<file path="config.mk">
export PLATFORM = sky130hd
export DESIGN_NAME = http_message_completeness_detector_unit
export DESIGN_NICKNAME = d
export VERILOG_FILES = /design/src/rtl/core/hmcd_pkg.sv /design/src/rtl/core/hmcd_parse.sv /design/src/rtl/core/hmcd_out_reg.sv /design/src/rtl/core/http_message_completeness_detector_unit.sv
export SDC_FILE = /design/constraint.sdc
export NUM_CORES = 1
export LEC_CHECK = 0
export BUFFER_PORTS_ARGS = -buffer_cell sky130_fd_sc_hd__buf_2
export CAP_MARGIN = 0
export CORE_MARGIN = 5
export CORE_UTILIZATION = 50
export DETAILED_ROUTE_END_ITERATION = 16
export HOLD_SLACK_MARGIN = 0.1
export PLACE_DENSITY = 0.67
export SYNTH_ARGS = -nofsm -noshare
export SYNTH_HDL_FRONTEND = slang
export SYNTH_SLANG_ARGS = --single-unit
export TNS_END_PERCENT = 50
</file>
<file path="constraint.sdc">
create_clock -name clk_i -period 14.4 [get_ports clk_i]
set_input_delay 1.44 -clock clk_i [delete_from_list [all_inputs] [get_ports clk_i]]
set_output_delay 1.44 -clock clk_i [all_outputs]
set_load 0.05 [all_outputs]
</file>
<file path="src/rtl/core/hmcd_pkg.sv">
// Package for the HTTP message completeness detector: beat types, phase codes, byte constants.
`default_nettype none
package hmcd_pkg;

  typedef struct packed {
    logic [7:0] data_byte;
    logic       first_byte;
  } in_beat_t;

  typedef struct packed {
    logic        headers_done;
    logic        message_complete;
    logic [31:0] msg_length;
    logic        length_overflow;
    logic        length_error;
  } out_beat_t;

  typedef enum logic [1:0] {
    PH_SEEK  = 2'd0,
    PH_BLANK = 2'd1,
    PH_DIGIT = 2'd2,
    PH_DONE  = 2'd3
  } phase_e;

  localparam logic [3:0] NAME_LEN = 4'd15;
  localparam logic [2:0] END_LEN  = 3'd4;

  localparam logic [7:0] CHAR_CR    = 8'h0D;
  localparam logic [7:0] CHAR_LF    = 8'h0A;
  localparam logic [7:0] CHAR_SP    = 8'h20;
  localparam logic [7:0] CHAR_TAB   = 8'h09;
  localparam logic [7:0] CHAR_MINUS = 8'h2D;
  localparam logic [7:0] CHAR_PLUS  = 8'h2B;
  localparam logic [7:0] CHAR_ZERO  = 8'h30;
  localparam logic [7:0] CHAR_NINE  = 8'h39;
  localparam logic [7:0] CHAR_C     = 8'h63;
  localparam logic [7:0] CHAR_UA    = 8'h41;
  localparam logic [7:0] CHAR_UZ    = 8'h5A;

  function automatic logic [7:0] name_char(input logic [3:0] pos);
    case (pos)
      4'd0:    name_char = 8'h63; // c
      4'd1:    name_char = 8'h6F; // o
      4'd2:    name_char = 8'h6E; // n
      4'd3:    name_char = 8'h74; // t
      4'd4:    name_char = 8'h65; // e
      4'd5:    name_char = 8'h6E; // n
      4'd6:    name_char = 8'h74; // t
      4'd7:    name_char = 8'h2D; // -
      4'd8:    name_char = 8'h6C; // l
      4'd9:    name_char = 8'h65; // e
      4'd10:   name_char = 8'h6E; // n
      4'd11:   name_char = 8'h67; // g
      4'd12:   name_char = 8'h74; // t
      4'd13:   name_char = 8'h68; // h
      4'd14:   name_char = 8'h3A; // :
      default: name_char = 8'h00;
    endcase
  endfunction

  function automatic logic [7:0] end_char(input logic [2:0] pos);
    case (pos)
      3'd0:    end_char = CHAR_CR;
      3'd1:    end_char = CHAR_LF;
      3'd2:    end_char = CHAR_CR;
      3'd3:    end_char = CHAR_LF;
      default: end_char = 8'h00;
    endcase
  endfunction

  function automatic logic [7:0] to_lower(input logic [7:0] c);
    if (c >= CHAR_UA && c <= CHAR_UZ) begin
      to_lower = c + 8'd32;
    end else begin
      to_lower = c;
    end
  endfunction

endpackage
`default_nettype wire

</file>
<file path="src/rtl/core/hmcd_parse.sv">
// Per-byte parse state: header end matcher, length header matcher, digit accumulator, body counter.
`default_nettype none
module hmcd_parse #(
  parameter int LENGTH_BITS = 32
) (
  input  wire logic               clk_i,
  input  wire logic               rst_ni,
  input  wire logic               accept_i,
  input  wire hmcd_pkg::in_beat_t beat_i,
  output hmcd_pkg::out_beat_t     result_o
);
  import hmcd_pkg::*;

  localparam int WideW = LENGTH_BITS + 4;
  localparam logic [LENGTH_BITS-1:0] LenMax = '1;

  logic [2:0]             end_pos_q, end_pos_d;
  logic [3:0]             name_pos_q, name_pos_d;
  phase_e                 phase_q, phase_d;
  logic [LENGTH_BITS-1:0] len_q, len_d;
  logic [LENGTH_BITS-1:0] body_q, body_d;
  logic                   hdr_q, hdr_d;
  logic                   ovf_q, ovf_d;
  logic                   err_q, err_d;

  logic [7:0]             b;
  logic [7:0]             lc;
  logic [LENGTH_BITS-1:0] len_base;
  logic [WideW-1:0]       wide;
  logic                   do_digit;
  logic [31:0]            len_out;

  assign b        = beat_i.data_byte;
  assign lc       = to_lower(b);
  assign len_base = beat_i.first_byte ? '0 : len_q;
  assign wide     = ({4'b0, len_base} << 3) + ({4'b0, len_base} << 1) + WideW'(b[3:0]);

  always_comb begin
    logic [2:0]             e_pos;
    logic [3:0]             n_pos;
    phase_e                 ph;
    logic [LENGTH_BITS-1:0] len;
    logic [LENGTH_BITS-1:0] body;
    logic                   hdr;
    logic                   ovf;
    logic                   err;
    e_pos = end_pos_q;
    n_pos = name_pos_q;
    ph    = phase_q;
    len   = len_q;
    body  = body_q;
    hdr   = hdr_q;
    ovf   = ovf_q;
    err   = err_q;
    do_digit = 1'b0;
    if (beat_i.first_byte) begin
      e_pos = '0;
      n_pos = '0;
      ph    = PH_SEEK;
      len   = '0;
      body  = '0;
      hdr   = 1'b0;
      ovf   = 1'b0;
      err   = 1'b0;
    end
    if (hdr) begin
      if (body != LenMax) begin
        body = body + 1'b1;
      end
    end else begin
      case (ph)
        PH_SEEK: begin
          if (n_pos < NAME_LEN && lc == name_char(n_pos)) begin
            n_pos = n_pos + 4'd1;
          end else begin
            n_pos = (lc == CHAR_C) ? 4'd1 : 4'd0;
          end
          if (n_pos >= NAME_LEN) begin
            ph = PH_BLANK;
          end
        end
        PH_BLANK: begin
          if (b == CHAR_SP || b == CHAR_TAB) begin
            ph = PH_BLANK;
          end else if (b == CHAR_MINUS) begin
            err = 1'b1;
            ph  = PH_DONE;
          end else if (b == CHAR_PLUS) begin
            ph = PH_DIGIT;
          end else begin
            ph = PH_DIGIT;
            do_digit = 1'b1;
          end
        end
        PH_DIGIT: begin
          do_digit = 1'b1;
        end
        default: begin
          ph = PH_DONE;
        end
      endcase
      if (do_digit) begin
        if (b >= CHAR_ZERO && b <= CHAR_NINE) begin
          if (wide[WideW-1:LENGTH_BITS] != 4'd0) begin
            len = LenMax;
            ovf = 1'b1;
          end else begin
            len = wide[LENGTH_BITS-1:0];
          end
        end else begin
          ph = PH_DONE;
        end
      end
      if (e_pos < END_LEN && b == end_char(e_pos)) begin
        e_pos = e_pos + 3'd1;
      end else begin
        e_pos = (b == CHAR_CR) ? 3'd1 : 3'd0;
      end
      if (e_pos >= END_LEN) begin
        hdr  = 1'b1;
        body = '0;
      end
    end
    end_pos_d  = e_pos;
    name_pos_d = n_pos;
    phase_d    = ph;
    len_d      = len;
    body_d     = body;
    hdr_d      = hdr;
    ovf_d      = ovf;
    err_d      = err;
  end

  generate
    if (LENGTH_BITS > 32) begin : g_sat
      assign len_out = (|len_d[LENGTH_BITS-1:32]) ? 32'hFFFF_FFFF : len_d[31:0];
    end else begin : g_ext
      assign len_out = 32'(len_d);
    end
  endgenerate

  always_comb begin
    result_o.headers_done     = hdr_d;
    result_o.message_complete = hdr_d && (len_d == '0 || body_d >= len_d);
    result_o.msg_length       = len_out;
    result_o.length_overflow  = ovf_d;
    result_o.length_error     = err_d;
  end

  always_ff @(posedge clk_i or negedge rst_ni) begin
    if (!rst_ni) begin
      end_pos_q  <= '0;
      name_pos_q <= '0;
      phase_q    <= PH_SEEK;
      len_q      <= '0;
      body_q     <= '0;
      hdr_q      <= 1'b0;
      ovf_q      <= 1'b0;
      err_q      <= 1'b0;
    end else if (accept_i) begin
      end_pos_q  <= end_pos_d;
      name_pos_q <= name_pos_d;
      phase_q    <= phase_d;
      len_q      <= len_d;
      body_q     <= body_d;
      hdr_q      <= hdr_d;
      ovf_q      <= ovf_d;
      err_q      <= err_d;
    end
  end

  a_hdr_sticky: assert property (@(posedge clk_i) disable iff (!rst_ni)
    accept_i && !beat_i.first_byte && hdr_q |-> result_o.headers_done)
    else $error("headers_done dropped without a new message");

  a_hdr_pos: assert property (@(posedge clk_i) disable iff (!rst_ni)
    hdr_q == (end_pos_q == END_LEN))
    else $error("header end flag and matcher position disagree");

  a_body_idle: assert property (@(posedge clk_i) disable iff (!rst_ni)
    !hdr_q |-> body_q == '0)
    else $error("body bytes counted before header end");

  a_name_pos: assert property (@(posedge clk_i) disable iff (!rst_ni)
    phase_q == PH_SEEK |-> name_pos_q < NAME_LEN)
    else $error("name matcher ran past pattern while seeking");

endmodule
`default_nettype wire

</file>
<file path="src/rtl/core/hmcd_out_reg.sv">
// Result register with valid/stall handshake toward the receiver.
`default_nettype none
module hmcd_out_reg (
  input  wire logic                clk_i,
  input  wire logic                rst_ni,
  input  wire logic                in_valid_i,
  output logic                     in_stall_o,
  input  wire hmcd_pkg::out_beat_t result_i,
  output logic                     out_valid_o,
  input  wire logic                out_stall_i,
  output hmcd_pkg::out_beat_t      out_beat_o
);
  import hmcd_pkg::*;

  logic      valid_q, valid_d;
  out_beat_t beat_q;
  logic      load;

  assign in_stall_o = valid_q && out_stall_i;
  assign load       = in_valid_i && !in_stall_o;
  assign valid_d    = load ? 1'b1 : (valid_q && out_stall_i);

  always_ff @(posedge clk_i or negedge rst_ni) begin
    if (!rst_ni) begin
      valid_q <= 1'b0;
    end else begin
      valid_q <= valid_d;
    end
  end

  always_ff @(posedge clk_i) begin
    if (load) begin
      beat_q <= result_i;
    end
  end

  assign out_valid_o = valid_q;
  assign out_beat_o  = beat_q;

  a_load_shows: assert property (@(posedge clk_i) disable iff (!rst_ni)
    load |=> out_valid_o)
    else $error("accepted beat produced no result");

  a_drain: assert property (@(posedge clk_i) disable iff (!rst_ni)
    valid_q && !out_stall_i && !load |=> !out_valid_o)
    else $error("result repeated after it was taken");

  a_hold: assert property (@(posedge clk_i) disable iff (!rst_ni)
    valid_q && out_stall_i |=> out_valid_o && $stable(out_beat_o))
    else $error("stalled result changed");

endmodule
`default_nettype wire

</file>
<file path="src/rtl/core/http_message_completeness_detector_unit.sv">
// Top level of the HTTP message completeness detector (Content-Length framing).
//
// Input channel: one message byte per beat (in_beat_i.data_byte), with
// in_beat_i.first_byte set on the byte that opens a new message; that byte
// clears all parse state before it is parsed. Output channel: one result
// beat per input beat, in order, carrying headers_done, message_complete,
// msg_length (saturated to 32 bits), length_overflow and length_error.
// The result of a byte is registered: it is loaded into the result register
// when the byte is accepted and shows at the output right after that edge.
// Throughput is one byte per cycle while the receiver does not stall, set by the
// single parse update between the state registers and the result register.
// When the receiver stalls while a result is waiting, in_stall_o is raised
// in the same cycle and the waiting result holds; the stall clears as soon as
// the result is taken, and a new byte may be accepted in that same cycle.
// Reset clears the parse state and empties the result register.
`default_nettype none
module http_message_completeness_detector_unit #(
  parameter int LENGTH_BITS = 32
) (
  input  wire logic                clk_i,
  input  wire logic                rst_ni,
  input  wire logic                in_valid_i,
  output logic                     in_stall_o,
  input  wire hmcd_pkg::in_beat_t  in_beat_i,
  output logic                     out_valid_o,
  input  wire logic                out_stall_i,
  output hmcd_pkg::out_beat_t      out_beat_o
);
  import hmcd_pkg::*;

  out_beat_t result;
  logic      accept;

  assign accept = in_valid_i && !in_stall_o;

  hmcd_parse #(
    .LENGTH_BITS(LENGTH_BITS)
  ) u_parse (
    .clk_i    (clk_i),
    .rst_ni   (rst_ni),
    .accept_i (accept),
    .beat_i   (in_beat_i),
    .result_o (result)
  );

  hmcd_out_reg u_out_reg (
    .clk_i       (clk_i),
    .rst_ni      (rst_ni),
    .in_valid_i  (in_valid_i),
    .in_stall_o  (in_stall_o),
    .result_i    (result),
    .out_valid_o (out_valid_o),
    .out_stall_i (out_stall_i),
    .out_beat_o  (out_beat_o)
  );

endmodule
`default_nettype wire
</file>
==> results.ini <==
[logic_synthesis]
yosysSeqAreaShare = 0.294
syn_avg_cell_area_um2 = 8.28
netlist_top_cells_area = dfrtp_1, ha_1, edfxtp_1, nand2_1, o21ai_0
synthesis.instances = 1234
synthesis.yosys.warnings = 0
synth_flop_cell = dfrtp_1
synth_area_leader_cell = dfrtp_1
post_synth_most_frequent_cells = nand2_1, ha_1, nor2_1
number_of_synthesized_flops_with_an_enable_pin = 36
post_synth_instance_area_mm2 = 0.0102
synth-seq-cells = 113
postSynth.asyncResetShare = 0.681
syn_nets = 1361
yosys.cell_count.top_type = nand2_1
ys_types = 90
synth_top_cell_area_share = 0.189

[die]
die_h_um = 153
start_util = 0.507
i_o_pin_count = 51
fp.dieW_um = 153
rows = 52
core_region_area_mm2 = 0.0202
floorplan.die_area_mm2 = 0.0234

[placement]
dpl.cell_count = 1501
dp_slack_ns = 6.46
routabilityCongestion = 0.910
place.port_buffers = 50
dp.final_hpwl_um = 21100

[setup_path]
worstPathRequired_ns = 14.57
path_class = in2reg
critical_path.max_fanout = 41
worst_setup_path_start_kind = primary input
setup.worst_path.end_class = register
worst-endpoint-arrival_ns = 7.77

[cells_and_area]
design.final.nets = 1377
n_antenna_cell = 0
synthesis_to_layout_area_growth_pct = 9.58
fillers = 1916
layout-drive-gt1-share = 0.107
instances_no_fill = 1533

[detailed_routing]
detail_route.drc_violations = 0
drt_pre_antenna_iters = 5
num_vias = 9193
routed_via_density = 6.00
ant_nets = 0
first_iter_violations = 747
route.final.wire_length_um = 28600
wire_per_inst_um = 18.6

[global_routing]
remaining_overflow_grt = 0
grt_antenna_before_repair = 0
grtUsageTotal = 0.241
grt_pass1_vias = 8664
grt_pass1_wl_um = 46300
maximum_number_of_pins_on_one_net_before_global_route_repair = 83

[status]
status = completed

[clocking]
hold_buffers = 0
clock_tree_from_tritoncts = done
postCtsSetupBuffers = 0
clk_root_buffer_cell = clkbuf_16
cts-root-to-sink-buffers = 2
worstSkewPairLatency_ns = 0.42
cts_inserted_buffers = 17
clock_tree.htree_level_count = 4
clk_transition_reported_paths_ns = 0.06
clock_sink_count = 113
ctsResizeCount = 0

[timing]
hold_viol = 0
final.min_clock_period_ns = 7.60
clock.fmax_mhz = 132
finalSetupViolations = 0
slew_headroom = 0.443
finalWorstSetupSlack_ns = 6.80
totalNegativeSetupSlack_ns = 0
slew_viol_final = 0
unrepaired_setup_endpoints_after_global_routing = false
final.setup_skew_ns = 0.0103
final.period_utilization = 0.528
worst_pin_slew_ns = 0.835

[power]
total_leakage_power_uw = 0.00518
power_per_cell_area_mw_per_mm2 = 80.7
vdd_drop_max_mv = 0.0881

[min_path]
hold_path.class = reg2reg

[flow_run]
maxCapViolations = 0

worst paths after layout:
check                                  from                        to  slack [ns]  cells past startpoint
hold reg to reg            u_parse.len_q[8]          u_parse.len_q[8]        0.47                      2
setup reg to reg           u_parse.len_q[0]  u_out_reg.out_beat_o[34]        7.99                     27
hold / removal             u_parse.len_q[8]          u_parse.len_q[8]        0.47                      2
setup / recovery               in_beat_i[0]  u_out_reg.out_beat_o[34]        6.80                     28
max in group asynchronous            rst_ni          u_parse.len_q[6]       12.43                      2
min in group asynchronous            rst_ni     u_parse.name_pos_q[0]        0.90                      1
metrics by stage:
step	cell area (µm²)	total power (µW)	hold WS, ns	utilization
final	11200	904	0.474	0.555
after global routing	11200	937	0.500	0.555
after CTS	11200	906	0.477	0.555
after global placement	10600	460	0.457	0.525
after detailed placement	10600	461	0.465	0.525
after floorplan	10200	431	0.442	-
critical path, cell delays in order:
cell	delay [ns]
buf_2	0.61
nor2b_1	0.24
xor2_1	0.21
ha_1	0.32
inv_1	0.06
fa_1	0.45
nand2b_1	0.18
a21oi_1	0.25
o211ai_1	0.17
a211oi_1	0.58
a41oi_2	0.19
xor2_1	0.17
nand4_2	0.10
buf_4	0.33
nor2_1	0.12
o21ai_0	0.27
ha_1	0.29
nand2b_1	0.13
a21o_1	0.17
a21o_1	0.17
a21o_1	0.17
a21o_1	0.17
a21o_1	0.17
a211o_1	0.28
o2111ai_1	0.13
a311oi_1	0.12
o21ai_0	0.17
o31ai_1	0.08
power breakdown:
part | switching, µW | internal, µW | total, µW
Clock | 155 | 293 | 448
Combinational | 71.9 | 29.7 | 102
Sequential | 12.1 | 342 | 354
Total | 239 | 665 | 904
flip-flops by register name, indices dropped and copies added, names as in the netlist:
name	cells
u_out_reg.out_beat_o	36
u_parse.body_q	32
u_parse.len_q	32
u_parse.name_pos_q	4
u_parse.end_pos_q	3
u_parse.phase_q	2
u_out_reg.out_valid_o	1
u_parse.err_q	1
u_parse.hdr_q	1
u_parse.ovf_q	1
area by class of cell:
| type | instances | area (µm²) | area share |
|---|---|---|---|
| clock buffers | 21 | 450 | 0.0402 |
| clock inverters | 11 | 164 | 0.0146 |
| inverters | 60 | 225 | 0.0201 |
| multi-input cells | 1000 | 6700 | 0.598 |
| repair buffers | 58 | 313 | 0.0279 |
| well taps | 270 | 338 | 0.0302 |
| flip-flops and latches | 113 | 3010 | 0.269 |
layer usage:
metal | global-route usage | vias up | part of all wire
li1 | - | 4506 | -
met1 | 0.343 | 4365 | 0.47
met2 | 0.378 | 286 | 0.45
met3 | 0.0495 | 36 | 0.058
met4 | 0.0611 | 0 | 0.019
met5 | 0 | - | 0
cells by family after synthesis:
kind of cell	count (synthesis)	synth area share
AND/OR/NAND/NOR	503	0.250
AO/OA/AOI/OAI	324	0.210
buffers and inverters	121	0.0506
adder cells (fa/ha/maj)	114	0.140
flip-flops	113	0.294
XOR/XNOR	39	0.0334
multiplexers	20	0.0213
placed cells by master (no fill, tap or decap), types with 15 or more instances in the layout:
| cell | instances |
|---|---|
| buf_2 | 49 |
| edfxtp_1 | 36 |
| nand2b_1 | 23 |
| nor2b_1 | 56 |
| xnor2_1 | 17 |
| ha_1 | 113 |
| o21ai_0 | 95 |
| a21o_1 | 22 |
| nand3_1 | 44 |
| clkbuf_16 | 17 |
| inv_1 | 58 |
| nor2_1 | 99 |
| nand2_1 | 151 |
| nand4_1 | 34 |
| o21a_1 | 15 |
| a21oi_1 | 67 |
| nor3_1 | 18 |
| dfrtp_1 | 77 |
| xor2_1 | 22 |
No activity file was read; power rests on OpenSTA's default activity.
